$ cat src/design/rhc_udiv.sv
// Pipelined restoring divider, one quotient bit per stage.
module rhc_udiv #(
	parameter int NUM_W = 24,
	parameter int DEN_W = 9,
	parameter int QUO_W = 16
) (
	input  logic             clk,
	input  logic [NUM_W-1:0] num,
	input  logic [DEN_W-1:0] den,
	output logic [QUO_W-1:0] quo
);

	localparam int TW = NUM_W + QUO_W + DEN_W;

	logic [NUM_W-1:0] rem_s [1:QUO_W];
	logic [DEN_W-1:0] den_s [1:QUO_W];
	logic [QUO_W-1:0] quo_s [1:QUO_W];

	for (genvar k = 0; k < QUO_W; k++) begin : g_stage
		localparam int J = QUO_W - 1 - k;
		logic [NUM_W-1:0] rem_i;
		logic [DEN_W-1:0] den_i;
		logic [QUO_W-1:0] quo_i;
		logic [TW-1:0]    dsh;
		logic             ge;

		if (k == 0) begin : g_first
			assign rem_i = num;
			assign den_i = den;
			assign quo_i = '0;
		end else begin : g_next
			assign rem_i = rem_s[k];
			assign den_i = den_s[k];
			assign quo_i = quo_s[k];
		end

		assign dsh = TW'(den_i) << J;
		assign ge  = TW'(rem_i) >= dsh;

		always_ff @(posedge clk) begin
			rem_s[k+1] <= ge ? rem_i - NUM_W'(dsh) : rem_i;
			den_s[k+1] <= den_i;
			quo_s[k+1] <= ge ? (quo_i | (QUO_W'(1) << J)) : quo_i;
		end
	end

	assign quo = quo_s[QUO_W];

endmodule

$ cat config.mk
export PLATFORM = sky130hd
export DESIGN_NAME = rhc_udiv
export DESIGN_NICKNAME = d
export VERILOG_FILES = /design/src/design/rhc_udiv.sv
export SDC_FILE = /design/constraint.sdc
export NUM_CORES = 1
export LEC_CHECK = 0
export ABC_AREA = 1
export BUFFER_PORTS_ARGS = -buffer_cell sky130_fd_sc_hd__buf_4
export CORE_UTILIZATION = 50
export DETAILED_ROUTE_END_ITERATION = 8
export GPL_ROUTABILITY_DRIVEN = 0
export GPL_TIMING_DRIVEN = 1
export PLACE_DENSITY_LB_ADDON = 0.12
export SLEW_MARGIN = 0
export SYNTH_ARGS = -nofsm -noshare
export SYNTH_HDL_FRONTEND = slang
export SYNTH_SLANG_ARGS = --single-unit
$ cat constraint.sdc
create_clock -name clk -period 2.3 [get_ports clk]
set_clock_uncertainty 0.15 [all_clocks]
set_input_delay 0.115 -clock clk [delete_from_list [all_inputs] [get_ports clk]]
set_output_delay 0.115 -clock clk [all_outputs]
set_load 0.005 [all_outputs]
# [After elaboration in Yosys (flattened, before gate mapping)]
# Memory sizes are Yosys's and may differ from the RTL's.
# Cells that the tools add are included.
[totals] reg_bits=0 mem_bits_rw=784 in_bits=34 output_inout_bits=16 memories=3
[classes] n_addsub=16 order_cmp=16 mux=32
[memory_table] name="rem_s" words=16 width=24 rd=15 rd_clocked_by_memory_dff=0 write_ports=16 line="15" source="logic [NUM_W-1:0] rem_s [1:QUO_W];"
[memory_table] name="quo_s" words=16 width=16 rd=16 rd_clocked_by_memory_dff=0 write_ports=16 line="17" source="logic [QUO_W-1:0] quo_s [1:QUO_W];"
[memory_table] name="den_s" words=16 width=9 rd=15 rd_clocked_by_memory_dff=0 write_ports=16 line="16" source="logic [DEN_W-1:0] den_s [1:QUO_W];"
[ops] op="24-bit 2-to-1 mux" count=16
[ops] op="24-bit by 10-bit greater-or-equal comparator with 1-bit output" count=1
[ops] op="24-bit by 11-bit greater-or-equal comparator with 1-bit output" count=1
[ops] op="24-bit by 12-bit greater-or-equal comparator with 1-bit output" count=1
[ops] op="24-bit by 13-bit greater-or-equal comparator with 1-bit output" count=1
[ops] op="24-bit by 14-bit greater-or-equal comparator with 1-bit output" count=1
[ops] op="24-bit by 15-bit greater-or-equal comparator with 1-bit output" count=1
[ops] op="24-bit by 16-bit greater-or-equal comparator with 1-bit output" count=1
[ops] op="24-bit by 17-bit greater-or-equal comparator with 1-bit output" count=1
[ops] op="24-bit by 18-bit greater-or-equal comparator with 1-bit output" count=1
[ops] op="24-bit by 19-bit greater-or-equal comparator with 1-bit output" count=1
[ops] op="24-bit by 20-bit greater-or-equal comparator with 1-bit output" count=1
[ops] op="24-bit by 21-bit greater-or-equal comparator with 1-bit output" count=1
[ops] op="24-bit by 22-bit greater-or-equal comparator with 1-bit output" count=1
[ops] op="24-bit by 23-bit greater-or-equal comparator with 1-bit output" count=1
[ops] op="24-bit greater-or-equal comparator" count=1
[ops] op="24-bit by 9-bit greater-or-equal comparator with 1-bit output" count=1
[ops] op="24-bit by 10-bit subtractor with 24-bit output" count=1
[ops] op="24-bit by 11-bit subtractor with 24-bit output" count=1
[ops] op="24-bit by 12-bit subtractor with 24-bit output" count=1
[ops] op="24-bit by 13-bit subtractor with 24-bit output" count=1
[ops] op="24-bit by 14-bit subtractor with 24-bit output" count=1
[ops] op="24-bit by 15-bit subtractor with 24-bit output" count=1
[ops] op="24-bit by 16-bit subtractor with 24-bit output" count=1
[ops] op="other kinds (25)" count=25

# [Depth between registers and ports, before layout]
# Gate-level depths: netlist (run 1).
# An unclocked memory read counts as a cell.
[depth] ltp_word=3 mapped_depth=14

# [Worst setup path after synthesis (run 1)]
# Ideal clock, no wire load.
[synth_timing] path_kind="reg2reg" from="reg rem_s[0][176] (netlist name)" to="reg rem_s[0][207] (netlist name)" arrival_time_ns=1.749 slack_ns=0.284 path_stages_with_launch=15 path_buffers=1 cell_sequence="dfxtp_1 > inv_1 > ha_1 > fa_1 > inv_1 > nand2_1 > nand2_1 > nand3_1 > nand2_1 > nand2_1 > nand3_4 > inv_4 > buf_6 > nand2_1 > o21ai_2"

==> out/metrics.csv, run 1 <==
metric;value;unit
status;finished with violations;
violations;DRC;
grt_pass1_vias;21200;
fillCellCount;4737;
num_antenna_cells;0;
max_slew_margin;0.592;
power_frac_comb;0.378;
num-nets-final;3909;
vias_per_cell;4.90;
postRouteAntennaNets;0;
met1_usage;0.276;
p_switching;16.3;mW
critical_path_class;flop to flop;
end_kind;flop;
syn-cell-area;26900;um2
netlist_top_cells_area;dfxtp_1 (47%), nand2_1 (15%), inv_1 (7.6%);
yosys_register_bits;631;
worst_hold_path_type;primary input to flop;
place_inst;4280;
p_leak;15.6;nW
drt_iter0_drc;1408;
die_area;54700;um2
ir_drop;0.701;mV
pwr_density_cell;1380;nW/um2
final_max_slew_viol_count;0;
fin_util;0.592;
avgSynthCellArea;7.65;um2
ys_seq_area_frac;0.470;
cp_max_fo;4;
root_buffer;clkbuf_16;
finalCriticalPeriod;2.18;ns
num_rows;84;
initial_core_util;0.508;
io_pins;50;
antenna_found_initial;0;
critPathRequiredTime;2.72;ns
tritoncts;done;
max-cap-violations;0;
p_total;43.3;mW
worst-path-buf-inv;1;
finalCritPeriodShare;0.947;
power.internal;26.9;mW
use_met3;0.0350;
insertion_delay;0.63;ns
synth_common_cells;nand2_1 (1048), dfxtp_1 (631), inv_1 (542);
final-hold-violation-count;0;
slowest_delay;0.49;ns
grt_usage;0.224;
port_buffers;49;
dp_hpwl;47600;um
synth_area_leader_cell;dfxtp_1;
syn_inst;3513;
yosysMostFrequentCell;nand2_1;
wl_per_cell;13.6;um
ys_warn_count;0;
synth_top_area_share;0.470;
crit_path_start_kind;flop;
overflow;0;
power_switching_share;0.377;
ys_types;44;
die_w;234;um
numClockSinks;631;
ys.flop_type;dfxtp_1;
syn_to_final_growth;16.5;%
syn_nets;3706;
die-height;234;um
setup-violations-final;0;
worstPathArrival;2.60;ns
path_cells;inv_1 -> ha_1 -> fa_1 -> o21ai_0 -> nand2_1 -> nand2_1 -> xor2_1 -> nand2_1 -> nand2_1;
grt_max_degree;26;
grt-busiest-layer;met2;
drive_gt1_frac;0.0849;
cts_buffer_depth;3;
fin_cells;4455;
worst_pin_slew;0.607;ns
met2_usage;0.389;
vias;21800;
fin_ws;0.121;ns
slowest_stage;fa_1;
final_area;31300;um2
crit_path_frequent_cell;nand2_1;
drc;2;
routed_wl;60500;um
grt_pass1_wl;100000;um
p_clk_frac;0.252;
dpl_worst_slack;-0.0422;ns
ys_async_sr_fraction;0;
clkTransAtPathRegs;0.06;ns
cts_buffers;60;
htree_levels;2;
placed_area;28300;um2
synth_edf_count;0;
max_freq;459;MHz
seqPwrFrac;0.370;
cpLargestDelayFamily;adder cells;
dr.pass1.iters;8;
core_area;52900;um2
power by group through the flow:
stage | logic (mW) | registers, mW | clock network (mW)
after floorplan | 12.5 | 15.3 | 0
after global placement | 15.7 | 16.2 | 0
after detailed placement | 16.0 | 16.2 | 0
after CTS | 16.2 | 16.0 | 11.2
after global routing | 18.8 | 16.3 | 11.6
final | 16.3 | 16.0 | 10.9
worst min-delay path: stages:
cell           delay (ns)
dlygate4sd3_1        0.53
buf_4                0.11
nand3_1              0.06
nand2_1              0.07
placed cells by master, fill, tap and decap left out, drive strengths merged, types with 15 or more instances in the layout:
cell type,count
nand3,195
nand3b,40
nor2,367
dlygate4sd3,57
nor3,17
or2,16
clkbuf,75
ha,144
dfxtp,631
inv,561
o21ai,120
nand4,54
xnor2,38
xor2,59
fa,15
clkinv,17
nand2,1062
buf,104
a21oi,148
stage by stage:
| stage | hold slack, ns | TNS (ns) |
|---|---|---|
| after global routing | 0.121 | -0.00180 |
| after floorplan | -0.00728 | 0 |
| after CTS | 0.0921 | 0 |
| after detailed placement | 0.0813 | -0.0806 |
| final | 0.139 | 0 |
| after global placement | 0.0806 | -0.377 |
repair_timing:
item                                   4_1_cts  5_1_grt
setup endpoints to repair                    8       91
cloned                                       0        1
pin swaps                                    0        7
setup buffers                                0        4
endpoints found under the hold margin       34        0
resized for setup                            1       25
hold buffers                                57        0
area by class of cell:
class | instances | area [um2] | area share
clock inverter | 38 | 639 | 0.0204
tap | 688 | 861 | 0.0275
multi-input combinational | 2305 | 12000 | 0.384
inverter | 557 | 2100 | 0.0672
clock buffer | 75 | 1630 | 0.0520
timing repair buffer | 161 | 1420 | 0.0453
sequential | 631 | 12600 | 0.403
cells by family (layout without fill, tap and decap cells):
family                     after synthesis  count (layout)  share of synthesized area
AOI/OAI and AO/OA                      287             287                     0.0591
DFF                                    631             631                      0.470
adders and majority gates              159             159                     0.0782
xor gates and xnor gates                97              97                     0.0316
buffers and inverters                  578             831                     0.0852
and+or+nand+nor                       1761            1762                      0.276
layer usage:
| layer | routed length (um) | up-vias | part of all wire |
|---|---|---|---|
| met5 | 0 | - | 0 |
| met1 | 27100 | 9802 | 0.45 |
| met4 | 2360 | 0 | 0.039 |
| met3 | 2670 | 166 | 0.044 |
| met2 | 28400 | 496 | 0.47 |
| li1 | - | 11300 | - |
registers in the layout, indices dropped and copies added (netlist names):
signal  flops
den_s     135
quo_s     136
rem_s     360
final timing paths:
check / startpoint / to / slack [ns] / depth (start not counted)
max: rem_s[0][38]$_DFF_P_ / rem_s[0][70]$_DFF_P_ / 0.12 / 9
min reg2reg: quo_s[0][184]$_DFF_P_ / quo_s[0][200]$_DFF_P_ / 0.16 / 0
max reg2reg: rem_s[0][38]$_DFF_P_ / rem_s[0][70]$_DFF_P_ / 0.12 / 9
min: num[19] / rem_s[0][43]$_DFF_P_ / 0.14 / 4
(Power assumes the default switching activity.)
==> run 2: changes to the inputs <==
--- a/config.mk
+++ b/config.mk
@@ -5,13 +5,12 @@
 export SDC_FILE = /design/constraint.sdc
 export NUM_CORES = 1
 export LEC_CHECK = 0
-export ABC_AREA = 1
 export BUFFER_PORTS_ARGS = -buffer_cell sky130_fd_sc_hd__buf_4
 export CORE_UTILIZATION = 50
 export DETAILED_ROUTE_END_ITERATION = 8
 export GPL_ROUTABILITY_DRIVEN = 0
 export GPL_TIMING_DRIVEN = 1
-export PLACE_DENSITY_LB_ADDON = 0.12
+export PLACE_DENSITY = 0.66
 export SLEW_MARGIN = 0
 export SYNTH_ARGS = -nofsm -noshare
 export SYNTH_HDL_FRONTEND = slang
==> run 2 against run 1 <==
The run ends with setup timing left. Non-clock buffer count up 400. Cell area rose by 8.5%. Setup slack worse by 0.45 ns. Utilization up 15 points. Combinational power is 19% higher. Clock power decreased by 4%. Wire length shrank 3.3%. Critical path depth increased by 3. Cell count down 22%. Synthesized cell count fell by 37%. Sequential share of layout area shrank 2.8 points. Area after synthesis decreased by 14%. Critical endpoint is now rem_s[0][353]$_DFF_P_.
==> out/metrics.csv, run 2 <==
metric;value;unit;change
status;finished with violations;;
violations;setup timing;;
rsz0062_at_grt;yes;;
syn-cell-area;23100;um2;-14%
dpl_worst_slack;-0.395;ns;-0.353 ns
max-cap-violations;0;;unchanged
num_rows;78;;-7.1%
critPathRequiredTime;2.67;ns;-0.05 ns
synth_common_cells;dfxtp_1 (631), inv_1 (185), nor2_1 (159);;
crit_path_start_kind;flop;;
drive_gt1_frac;0.423;;+0.338
fin_cells;3469;;-22%
final_common_cell;dfxtp_1;;
port_buffers;49;;unchanged
ys_seq_area_frac;0.548;;+0.0777
largest_reg_flops;360;;unchanged
tritoncts;done;;
ys_warn_count;0;;unchanged
final-hold-violation-count;0;;unchanged
drt_iter0_drc;853;;-39%
synth-adder-area-share;0.0912;;+0.0129
synth-simple-area-share;0.133;;-0.143
worst_hold_path_type;primary input to flop;;
syn_inst;2223;;-37%
worst_pin_slew;0.683;ns;+0.0756 ns
reg2reg_depth;12;;+3
finalCritPeriodShare;1.14;;+0.196
ir_drop;1.16;mV;+66%
netlist_top_cells_area;dfxtp_1 (55%), ha_1 (7.8%), xor2_1 (3.6%);;
die_area;47000;um2;-14%
slowest_delay;0.42;ns;-0.07 ns
finalCriticalPeriod;2.63;ns;+0.451 ns
crit_path_frequent_cell;inv_2;;
synth_xor_area_frac;0.0619;;+0.0303
grt_pass1_wl;88300;um;-12%
clkTransAtPathRegs;0.06;ns;about the same
place_inst;3179;;-26%
fillCellCount;2799;;-41%
antenna_found_initial;1;;+1
synth_area_leader_cell;dfxtp_1;;
placed_area;27100;um2;-4.5%
timing.rr.end;rem_s[0][353]$_DFF_P_;;
die-height;217;um;-7.3%
vias;18000;;-18%
synth_compound_area_frac;0.114;;+0.0554
ys_types;75;;+70%
min_to;rem_s[0][41]$_DFF_P_;;
r2r_start;rem_s[0][314]$_DFF_P_;;
max_freq;380;MHz;-17%
reg_top3;rem_s x360, quo_s x136, den_s x135;;
fin_hold_ws;0.0863;ns;-0.0528 ns
cp_max_fo;5;;+1
max_slew_margin;0.540;;-0.0515
tns;-16.81;ns;-16.81 ns
synth_top_area_share;0.548;;+0.0777
syn_to_final_growth;47.4;%;
ys.flop_type;dfxtp_1;;
synth.area.mux_share;0.0164;;+0.0164
ys_async_sr_fraction;0;;unchanged
htree_levels;2;;unchanged
regArea;12800;um2;+1.1%
numClockSinks;631;;unchanged
postRouteAntennaNets;0;;unchanged
synth_top_family_by_area;simple AND/OR/NAND/NOR gates;;
dp_hpwl;36900;um;-22%
final_area;34000;um2;+8.5%
overflow;0;;unchanged
die_w;217;um;-7.3%
top_register;rem_s;;
end_kind;flop;;
drc;0;;-2
num-nets-final;3012;;-23%
setup-violations-final;141;;+141
worst-path-buf-inv;3;;+2
rrSetupSlack;-0.33;ns;-0.45 ns
root_buffer;clkbuf_16;;
final_max_slew_viol_count;0;;unchanged
grt_pass1_vias;18200;;-14%
multiInputGateArea;12800;um2;+6.5%
io_pins;50;;unchanged
grt_max_degree;20;;-23%
critical_path_class;flop to flop;;
final_cell_mix;dfxtp_1 (537), buf_4 (430), inv_1 (144);;
cts_buffer_depth;3;;unchanged
insertion_delay;0.63;ns;about the same
wl_per_cell;16.9;um;+24%
min_path_cells;4;;unchanged
path_cells;inv_2 -> ha_4 -> inv_2 -> fa_2 -> a211oi_2 -> o21bai_1 -> a21oi_2 -> buf_4 -> o2111ai_4 -> a21bo_4 -> or4_4 -> xnor2_1;;
slowest_stage;or4_4;;
initial_core_util;0.507;;-0.00122
cpLargestDelayFamily;compound AO/OA/AOI/OAI gates;;
hold_start;num[17];;
p_leak;14.6;nW;-6.6%
cts_buffers;60;;unchanged
routed_wl;58500;um;-3.3%
dr.pass1.iters;5;;-3
grt_usage;0.232;;+0.00724
core_area;45500;um2;-14%
yosysMostFrequentCell;dfxtp_1;;
pwr_density_cell;1360;nW/um2;-1.4%
synth_edf_count;0;;unchanged
vias_per_cell;5.18;;+5.9%
yosys_register_bits;631;;unchanged
syn_nets;2416;;-35%
fin_ws;-0.330;ns;-0.451 ns
avgSynthCellArea;10.4;um2;+36%
worstPathArrival;3.00;ns;+0.40 ns
## run 2: changes by cell type in the layout (fill, tap and decap cells not counted), sizes merged, moves of 48 or more
cell   before  now
nor4        3   51
buf       104  502
inv       561  186
nand3     195   26
nand2    1062  128
nor2      367  162
## run 2: how the worst max path moves through the flow
stage | startpoint | endpoint | cells past startpoint
after floorplan | rem_s[0][314]$_DFF_P_ | rem_s[0][353]$_DFF_P_ | 11
after global placement | den_s[0][54]$_DFF_P_ | rem_s[0][191]$_DFF_P_ | 9
after detailed placement | den_s[0][54]$_DFF_P_ | rem_s[0][191]$_DFF_P_ | 9
after CTS | rem_s[0][314]$_DFF_P_ | rem_s[0][353]$_DFF_P_ | 12
after global routing | rem_s[0][314]$_DFF_P_ | rem_s[0][353]$_DFF_P_ | 12
final | rem_s[0][314]$_DFF_P_ | rem_s[0][353]$_DFF_P_ | 12
## run 2: cell type report
| cell class | instances | area share |
|---|---|---|
| Tap cell | 600 | 0.0221 |
| Timing Repair Buffer | 561 | 0.141 |
| Clock inverter | 28 | 0.0129 |
| Sequential cell | 631 | 0.376 |
| Inverter | 186 | 0.0207 |
| Clock buffer | 83 | 0.0509 |
| Antenna cell | 1 | 0.0000736 |
| Multi-Input combinational cell | 1379 | 0.377 |
## run 2: through the flow
stage,power [mW],utilization
after detailed placement,30.2,0.595
after floorplan,24.7,-
after global routing,48.7,0.747
after global placement,29.7,0.595
final,46.3,0.747
after CTS,43.3,0.704
## run 2: worst register-to-register path, cell delays in order, from the launching register on
cell and delay (ns):
dfxtp_2 0.34, inv_2 0.05, ha_4 0.15, inv_2 0.05, fa_2 0.21, a211oi_2 0.07
o21bai_1 0.20, a21oi_2 0.10, buf_4 0.16, o2111ai_4 0.22, a21bo_4 0.28, or4_4 0.42
xnor2_1 0.14
## run 2: report_power, final
group          internal [mW]  switching, mW  total, mW
combinational           10.4           9.04       19.4
sequential              13.9           2.52       16.4
clock                   6.28           4.21       10.5
## run 2: routing by layer
layer | track usage | part of all wire | vias to the layer above
met2 | 0.424 | 0.52 | 372
met1 | 0.277 | 0.41 | 8618
met4 | 0.0777 | 0.029 | 2
met5 | 0 | 0.00022 | -
met3 | 0.0319 | 0.037 | 127
li1 | - | - | 8858
## run 2: kinds of logic after synthesis
family | after synthesis
AOI/OAI and AO/OA | 430
xor gates and xnor gates | 163
adders and majority gates | 159
buffers and inverters | 214
DFF | 631
muxes | 34
and+or+nand+nor | 592
## run 2: timing repair
item | in CTS | in global routing
pin swaps | 152 | 158
cloned | 3 | 5
hold buffers | 57 | 0
endpoints found under the hold margin | 34 | 0
endpoints found under the setup margin | 228 | 232
gates resized for setup | 391 | 363
buffers inserted | 76 | 52
